File: src/rtl/core/fir49_pkg.sv
`timescale 1ns / 1ps
// ----------------------------------------------------------------------------
// fir49_pkg
// Widths, coefficient table and shared types of the 49-tap low-pass FIR.
// ----------------------------------------------------------------------------
package fir49_pkg;

	localparam int SAMPLE_W  = 16;
	localparam int COEF_W    = 14;
	localparam int PROD_W    = SAMPLE_W + COEF_W;
	localparam int ACC_W     = 32;
	localparam int OUT_W     = 18;
	localparam int TAP_IDX_W = 8;   // covers the largest tap count
	localparam int COEF_COUNT = 49;
	localparam int COEF_IDX_W = $clog2(COEF_COUNT);

	// Divide by the scale of 10000: |sum| stays below 2**30, so the quotient fits
	// 17 bits. floor(mag * RECIP / 2**43) equals floor(mag / 10000) over that range.
	localparam int QUO_W       = 17;
	localparam int MAG_W       = 30;
	localparam int RECIP_W     = 30;
	localparam int RECIP_SHIFT = 43;
	localparam logic [RECIP_W-1:0] RECIP = RECIP_W'(879609303);

	localparam logic signed [COEF_W-1:0] COEF_TABLE [COEF_COUNT] = '{
		14'sd46, 14'sd74, -14'sd24, -14'sd71, 14'sd33, 14'sd1, -14'sd94, 14'sd40,
		14'sd44, -14'sd133, 14'sd30, 14'sd114, -14'sd179, -14'sd11, 14'sd223, -14'sd225,
		-14'sd109, 14'sd396, -14'sd263, -14'sd338, 14'sd752, -14'sd289, -14'sd1204,
		14'sd2879, 14'sd6369, 14'sd2879, -14'sd1204, -14'sd289, 14'sd752, -14'sd338,
		-14'sd263, 14'sd396, -14'sd109, -14'sd225, 14'sd223, -14'sd11, -14'sd179,
		14'sd114, 14'sd30, -14'sd133, 14'sd44, 14'sd40, -14'sd94, 14'sd1, 14'sd33,
		-14'sd71, -14'sd24, 14'sd74, 14'sd46
	};

	// Taps past the table carry a zero weight.
	function automatic logic signed [COEF_W-1:0] coef_at(input logic [TAP_IDX_W-1:0] idx);
		logic signed [COEF_W-1:0] c;
		c = '0;
		if (idx < TAP_IDX_W'(COEF_COUNT)) begin
			c = COEF_TABLE[idx[COEF_IDX_W-1:0]];
		end
		return c;
	endfunction

	// Finished weighted sum on its way to the divider.
	typedef struct packed {
		logic                    vld;
		logic signed [ACC_W-1:0] sum;
	} sum_req_t;

endpackage

File: src/rtl/core/fir_filter_49_tap.sv
`timescale 1ns / 1ps
// ----------------------------------------------------------------------------
// fir_filter_49_tap
// Symmetric low-pass FIR over the last TAPS accelerometer samples.
// ----------------------------------------------------------------------------
// Usage:
//   Input request s_tvalid/s_tready/s_tdata carries one signed 16-bit sample.
//   Output request m_tvalid/m_tready/m_tdata carries one signed 18-bit result
//   per sample: the weighted sum of the stored samples divided by 10000,
//   truncated toward zero.
//   Each sample is written to a circular memory, then a sequencer sweeps all
//   TAPS entries through one multiplier, one tap per cycle. An item occupies
//   the input side until its sum is handed to the divider; that sweep sets the
//   rate, as no new sample is taken before then. The sum then passes to a
//   reciprocal-multiply divider (multiply, then sign restore) that runs while
//   the next sample is swept.
//   Reset clears the fill count, so entries not yet written count as zero
//   samples; no clearing pass is needed and s_tready rises at once.
//   While the receiver stalls, the result is held in the divider's output
//   register; one more sample can be taken and swept, after which s_tready
//   stays low until the held result is taken.
// ----------------------------------------------------------------------------
module fir_filter_49_tap
	import fir49_pkg::*;
#(
	parameter int TAPS = 49
) (
	input  logic        clk,
	input  logic        arst_n,
	input  logic        s_tvalid,
	output logic        s_tready,
	input  logic [15:0] s_tdata,   // [15:0] sample
	output logic        m_tvalid,
	input  logic        m_tready,
	output logic [23:0] m_tdata    // [17:0] filtered, [23:18] zero
);

	sum_req_t                sum_req;
	logic                    sum_rdy;
	logic signed [OUT_W-1:0] filtered;

	fir49_mac #(
		.TAPS(TAPS)
	) u_mac (
		.clk      (clk),
		.arst_n   (arst_n),
		.in_vld   (s_tvalid),
		.in_rdy   (s_tready),
		.in_sample(s_tdata),
		.sum_o    (sum_req),
		.sum_rdy  (sum_rdy)
	);

	fir49_div u_div (
		.clk     (clk),
		.arst_n  (arst_n),
		.sum_i   (sum_req),
		.sum_rdy (sum_rdy),
		.out_vld (m_tvalid),
		.out_rdy (m_tready),
		.out_data(filtered)
	);

	assign m_tdata = {6'b0, filtered};

endmodule

File: src/rtl/core/fir49_mac.sv
`timescale 1ns / 1ps
// ----------------------------------------------------------------------------
// fir49_mac
// Circular sample memory and one multiply-accumulate per tap per cycle.
// ----------------------------------------------------------------------------
module fir49_mac
	import fir49_pkg::*;
#(
	parameter int TAPS = 49
) (
	input  logic                       clk,
	input  logic                       arst_n,
	input  logic                       in_vld,
	output logic                       in_rdy,
	input  logic signed [SAMPLE_W-1:0] in_sample,
	output sum_req_t                   sum_o,
	input  logic                       sum_rdy
);

	localparam int AW = $clog2(TAPS);
	localparam int CW = $clog2(TAPS + 1);

	typedef enum logic [2:0] {
		MAC_IDLE = 3'b001,
		MAC_RUN  = 3'b010,
		MAC_WAIT = 3'b100
	} mac_state_t;

	mac_state_t state_q;
	logic [AW-1:0] wp_q;
	logic [AW-1:0] rd_q;
	logic [AW-1:0] k_q;
	logic [CW-1:0] cnt_q;

	logic signed [SAMPLE_W-1:0] mem [TAPS];
	logic signed [SAMPLE_W-1:0] rdata_s1;
	logic signed [COEF_W-1:0]   coef_s1;
	logic                       live_s1;
	logic                       vld_s1;
	logic                       last_s1;
	logic signed [PROD_W-1:0]   prod_s2;
	logic                       vld_s2;
	logic                       last_s2;
	logic signed [ACC_W-1:0]    acc_q;
	logic                       sum_vld_q;

	logic accept;
	logic issue;
	logic last_tap;
	logic signed [PROD_W-1:0] prod;

	assign in_rdy   = (state_q == MAC_IDLE);
	assign accept   = in_vld && in_rdy;
	assign issue    = (state_q == MAC_RUN);
	assign last_tap = (k_q == AW'(TAPS - 1));
	assign prod     = rdata_s1 * coef_s1;

	assign sum_o.vld = sum_vld_q;
	assign sum_o.sum = acc_q;

	// New sample goes to the write pointer; the sweep reads back from there,
	// newest first. No item enters until the sweep is over, so reads and the
	// next write never touch the same entry in one cycle.
	always_ff @(posedge clk) begin
		if (accept) begin
			mem[wp_q] <= in_sample;
		end
		rdata_s1 <= mem[rd_q];
		coef_s1  <= coef_at(TAP_IDX_W'(k_q));
		live_s1  <= (CW'(k_q) < cnt_q);
	end

	always_ff @(posedge clk or negedge arst_n) begin
		if (!arst_n) begin
			state_q   <= MAC_IDLE;
			wp_q      <= '0;
			rd_q      <= '0;
			k_q       <= '0;
			cnt_q     <= '0;
			vld_s1    <= 1'b0;
			last_s1   <= 1'b0;
			vld_s2    <= 1'b0;
			last_s2   <= 1'b0;
			sum_vld_q <= 1'b0;
		end else begin
			vld_s1  <= issue;
			last_s1 <= issue && last_tap;
			vld_s2  <= vld_s1;
			last_s2 <= vld_s1 && last_s1;

			unique case (state_q)
				MAC_IDLE: begin
					if (accept) begin
						rd_q    <= wp_q;
						wp_q    <= (wp_q == AW'(TAPS - 1)) ? '0 : wp_q + 1'b1;
						k_q     <= '0;
						if (cnt_q != CW'(TAPS)) begin
							cnt_q <= cnt_q + 1'b1;
						end
						state_q <= MAC_RUN;
					end
				end
				MAC_RUN: begin
					rd_q <= (rd_q == '0) ? AW'(TAPS - 1) : rd_q - 1'b1;
					k_q  <= k_q + 1'b1;
					if (last_tap) begin
						state_q <= MAC_WAIT;
					end
				end
				MAC_WAIT: begin
					if (vld_s2 && last_s2) begin
						sum_vld_q <= 1'b1;
					end
					if (sum_vld_q && sum_rdy) begin
						sum_vld_q <= 1'b0;
						state_q   <= MAC_IDLE;
					end
				end
				default: begin
					state_q <= MAC_IDLE;
				end
			endcase
		end
	end

	// Entries older than the fill count were never written: weigh them as zero.
	always_ff @(posedge clk) begin
		prod_s2 <= live_s1 ? prod : '0;
	end

	always_ff @(posedge clk) begin
		if (accept) begin
			acc_q <= '0;
		end else if (vld_s2) begin
			acc_q <= acc_q + ACC_W'(prod_s2);
		end
	end

endmodule

File: src/rtl/core/fir49_div.sv
`timescale 1ns / 1ps
// ----------------------------------------------------------------------------
// fir49_div
// Divide of the weighted sum by the coefficient scale through a reciprocal
// multiply, truncating toward zero; holds the result for the output.
// ----------------------------------------------------------------------------
module fir49_div
	import fir49_pkg::*;
(
	input  logic                    clk,
	input  logic                    arst_n,
	input  sum_req_t                sum_i,
	output logic                    sum_rdy,
	output logic                    out_vld,
	input  logic                    out_rdy,
	output logic signed [OUT_W-1:0] out_data
);

	localparam int PRODUCT_W = MAG_W + RECIP_W;

	typedef enum logic [3:0] {
		DIV_IDLE = 4'b0001,
		DIV_MUL  = 4'b0010,
		DIV_SIGN = 4'b0100,
		DIV_DONE = 4'b1000
	} div_state_t;

	div_state_t state_q;
	logic                    neg_q;
	logic [MAG_W-1:0]        mag_q;
	logic [PRODUCT_W-1:0]    prod_q;
	logic signed [OUT_W-1:0] out_q;

	logic [ACC_W-1:0] mag;
	logic [QUO_W-1:0] quo;

	assign sum_rdy  = (state_q == DIV_IDLE);
	assign out_vld  = (state_q == DIV_DONE);
	assign out_data = out_q;

	always_comb begin
		mag = sum_i.sum[ACC_W-1] ? ACC_W'(-sum_i.sum) : ACC_W'(sum_i.sum);
		quo = prod_q[PRODUCT_W-1:RECIP_SHIFT];
	end

	// Divide the magnitude, then restore the sign.
	always_ff @(posedge clk) begin
		unique case (state_q)
			DIV_IDLE: begin
				neg_q <= sum_i.sum[ACC_W-1];
				mag_q <= mag[MAG_W-1:0];
			end
			DIV_MUL: begin
				prod_q <= mag_q * RECIP;
			end
			DIV_SIGN: begin
				out_q <= neg_q ? -OUT_W'(quo) : OUT_W'(quo);
			end
			DIV_DONE: begin
			end
			default: begin
			end
		endcase
	end

	always_ff @(posedge clk or negedge arst_n) begin
		if (!arst_n) begin
			state_q <= DIV_IDLE;
		end else begin
			unique case (state_q)
				DIV_IDLE: begin
					if (sum_i.vld) begin
						state_q <= DIV_MUL;
					end
				end
				DIV_MUL: begin
					state_q <= DIV_SIGN;
				end
				DIV_SIGN: begin
					state_q <= DIV_DONE;
				end
				DIV_DONE: begin
					if (out_rdy) begin
						state_q <= DIV_IDLE;
					end
				end
				default: begin
					state_q <= DIV_IDLE;
				end
			endcase
		end
	end

endmodule

File: config.mk
export PLATFORM = sky130hd
export DESIGN_NAME = fir_filter_49_tap
export DESIGN_NICKNAME = d
export VERILOG_FILES = /design/src/rtl/core/fir49_pkg.sv /design/src/rtl/core/fir_filter_49_tap.sv /design/src/rtl/core/fir49_mac.sv /design/src/rtl/core/fir49_div.sv
export SDC_FILE = /design/constraint.sdc
export NUM_CORES = 2
export LEC_CHECK = 0
export ABC_CLOCK_PERIOD_IN_PS = 8600
export BUFFER_PORTS_ARGS = -buffer_cell sky130_fd_sc_hd__buf_2
export CAP_MARGIN = 25
export CORE_MARGIN = 2
export CORE_UTILIZATION = 35
export CTS_CLUSTER_DIAMETER = 60
export CTS_CLUSTER_SIZE = 10
export DETAILED_ROUTE_END_ITERATION = 10
export PLACE_DENSITY = 0.51
export SLEW_MARGIN = 20
export SYNTH_ARGS = -nofsm -noshare
export SYNTH_HDL_FRONTEND = slang
export SYNTH_SLANG_ARGS = --single-unit
File: constraint.sdc
create_clock -name clk -period 8.6 [get_ports clk]
set_input_delay 1.72 -clock clk [delete_from_list [all_inputs] [get_ports clk]]
set_output_delay 1.72 -clock clk [all_outputs]
set_load 0.005 [all_outputs]
==> metrics.yaml <==
critical_path:
  critPathRequiredTime_ns: 9.15
  worstSetupPathType: "reg2reg"
  endpoint_kind: "flip-flop"
  cp_max_fo: 9
  r2r_cells: 23
  start_kind: "flip-flop"
  crit_arrival_ns: 8.57
grt:
  antenna_found_initial: 0
  track_usage_pct: 17.1
  grt_max_degree: 108
  grt_pass1_vias: 39400
  grt_overflow: 0
  grt_pass1_wl_um: 244000
routing:
  wl_um: 158000
  drt_first_pass_iters: 7
  vias: 37300
  wire_per_inst_um: 21.2
  postRouteAntennaNets: 0
  viasPerCell: 5.02
  drc: 0
  drt-initial-drc-count: 2302
yosys:
  syn_area_um2: 63900
  ys.warnings.count: 0
  synth_area_per_cell_um2: 12.9
  synth-edff-count: 850
  synth-main-ff-cell: "edfxtp_1"
  yosysUniqueCellTypes: 76
  ys_seq_area_share_pct: 44.3
  async_reset_ff_share_pct: 3.68
  syn_inst: 4952
  synth_seq_cells: 979
timing:
  layout_min_cycle_time_ns: 8.02
  clock.fmax_mhz: 125
  max_slew_margin_pct: 30.2
  worst_pin_slew_ns: 1.04
  finClkSkew_ns: 0.0942
  finalSetupTns_ns: 0
  setup_viol_count_final: 0
  rsz0062_at_grt: "no"
  fin_crit_sh_pct: 93.3
  drv_slew: 0
  finalHoldViolCount: 0
clocking:
  cts_root_buffer: "clkbuf_16"
  cts_tree: "yes"
  h-tree-depth: 3
  clock_latency_ns: 0.81
  cts.path.max_buffers: 3
  clock_sinks: 979
  cts_resized: 0
  hold_buffers: 0
  clk_pin_slew_ns: 0.06
  numCtsBuffers: 118
  postCtsSetupRepairBufs: 0
place:
  dp_hpwl_um: 115000
  portBuffers: 39
  gp_congestion: 0.898
floorplanning:
  die_area_um2: 186000
  initial_core_util_pct: 35.3
  io_pins: 46
  core_area_um2: 181000
  chipHeight_um: 431
  die_w_um: 431
  row_count: 156
hold_path:
  hp-class: "reg2reg"
  hold_depth: 0
layout:
  synthToLayoutAreaGrowth_pct: 10.5
  diodes: 0
  fin_nets: 6118
  drive_gt1_share_pct: 8.88
  final.fill_count: 17300
outcome:
  outcome: "completed"
run:
  drv_cap: 0
-- path summary, 6_finish.rpt --
path	from	endpoint	slack (ns)
min in group asynchronous	arst_n	u_mac.sum_vld_q$_DFFE_PN0P_	0.89
hold / removal	u_mac.acc_q[31]$_SDFFE_PP0P_	u_div.neg_q$_DFFE_PN_	0.43
hold reg to reg	u_mac.acc_q[31]$_SDFFE_PP0P_	u_div.neg_q$_DFFE_PN_	0.43
setup / recovery	u_div.mag_q[1]$_DFFE_PN_	u_div.prod_q[59]$_DFFE_PN_	0.58
setup reg to reg	u_div.mag_q[1]$_DFFE_PN_	u_div.prod_q[59]$_DFFE_PN_	0.58
max in group asynchronous	arst_n	u_mac.rd_q[3]$_DFFE_PN0P_	7.20
-- kinds of logic (layout without fill, tap and decap cells) --
| kind of cell | count (synthesis) | after routing | synth area share (%) |
|---|---|---|---|
| compound gates | 745 | 745 | 7.20 |
| xor+xnor | 145 | 145 | 1.99 |
| fa+ha+maj | 1080 | 1080 | 28.1 |
| buf+inv | 860 | 969 | 5.10 |
| flops | 979 | 979 | 44.3 |
| mux | 319 | 319 | 7.01 |
| other cells | 1 | 6 | 0.00587 |
| simple gates | 823 | 823 | 6.28 |
-- metrics by stage --
stage          instances  cell area [µm²]  utilization, %  hold slack, ns  worst slack [ns]
2_1_floorplan       4957            63900               -           0.347              1.46
3_3_place_gp        7264            67000            37.0           0.416             0.603
3_5_place_dp        7264            67000            37.0           0.422             0.599
4_1_cts             7432            70500            38.9           0.437             0.583
5_1_grt             7436            70600            39.0           0.444             0.309
6_report            7436            70600            39.0           0.434             0.578
-- registers in the layout, indices dropped and copies added, names as in the netlist --
name and cells:
u_div.mag_q 30, u_div.neg_q 1, u_div.out_data 18, u_div.prod_q 17, u_div.state_q 4, u_mac.acc_q 32, u_mac.cnt_q 6, u_mac.coef_s1 14
u_mac.k_q 6, u_mac.last_s1 1, u_mac.last_s2 1, u_mac.live_s1 1, u_mac.mem 784, u_mac.prod_s2 30, u_mac.rd_q 6, u_mac.rdata_s1 16
u_mac.state_q 3, u_mac.sum_vld_q 1, u_mac.vld_s1 1, u_mac.vld_s2 1, u_mac.wp_q 6
-- worst max-delay path: stages (launching register included) --
cell and delay (ns):
edfxtp_1 0.60, ha_1 0.48, xor2_1 0.37, ha_1 0.22, a21oi_1 0.06, fa_1 0.50
inv_1 0.18, fa_1 0.46, fa_1 0.51, fa_1 0.43, fa_1 0.51, inv_1 0.06
fa_1 0.49, inv_1 0.04, ha_1 0.35, nand4_1 0.19, nor2_1 0.35, nand3_2 0.10
a311oi_1 0.26, a21boi_1 0.23, o41a_1 0.59, o21a_1 0.25, or3_1 0.37, a211oi_1 0.20
-- layout by cell type (no fill, tap or decap), types with 45 or more instances in the layout --
cell type,Yosys,routed
nand2_1,239,239
mux2_2,49,49
fa_1,594,594
o22ai_1,52,52
mux2i_1,172,172
nor3_1,64,62
clkbuf_16,0,118
inv_1,673,673
edfxtp_1,850,850
nor2_1,205,204
dfxtp_1,93,93
buf_4,6,82
o221ai_1,50,50
ha_1,486,486
o21ai_0,177,177
a21oi_1,247,247
mux4_2,98,98
and2_1,115,115
a211oi_1,45,45
xnor2_1,105,105
-- cell type report --
class	instances	area, µm²	area share (%)
multi-input combinational	3118	32400	45.9
inverter	675	2530	3.59
clock inverter	30	478	0.677
timing repair buffer	126	911	1.29
tap	2370	2970	4.20
sequential	979	28300	40.1
clock buffer	138	3030	4.29
-- metal layers --
layer	track usage, %	up-vias	share of wire [%]
met3	2.30	188	3.6
met5	0	-	0
li1	-	17500	-
met2	27.9	597	47
met1	23.9	19000	47
met4	4.79	0	2.6
-- synth_stat cells, drive strengths merged, types with 34 or more instances --
master | number | share of area [%]
mux4 | 98 | 3.5
ha | 486 | 9.5
mux2 | 49 | 0.86
o22ai | 52 | 0.51
a211oi | 45 | 0.53
inv | 673 | 4.0
and2 | 115 | 1.1
a21o | 34 | 0.40
fa | 594 | 19
nand2b | 42 | 0.41
clkbuf | 146 | 0.86
xor2 | 40 | 0.55
edfxtp | 850 | 40
dfrtp | 34 | 1.3
a21oi | 247 | 1.9
buf | 39 | 0.27
nor2 | 205 | 1.2
mux2i | 172 | 2.7
dfxtp | 93 | 2.9
o21ai | 177 | 1.4
o221ai | 50 | 0.69
nand2 | 239 | 1.4
xnor2 | 105 | 1.4
nand3 | 37 | 0.30
nor3 | 64 | 0.50
Power is not shown: default switching activity piles up to over one toggle a cycle in this logic, so the estimate is an artifact.
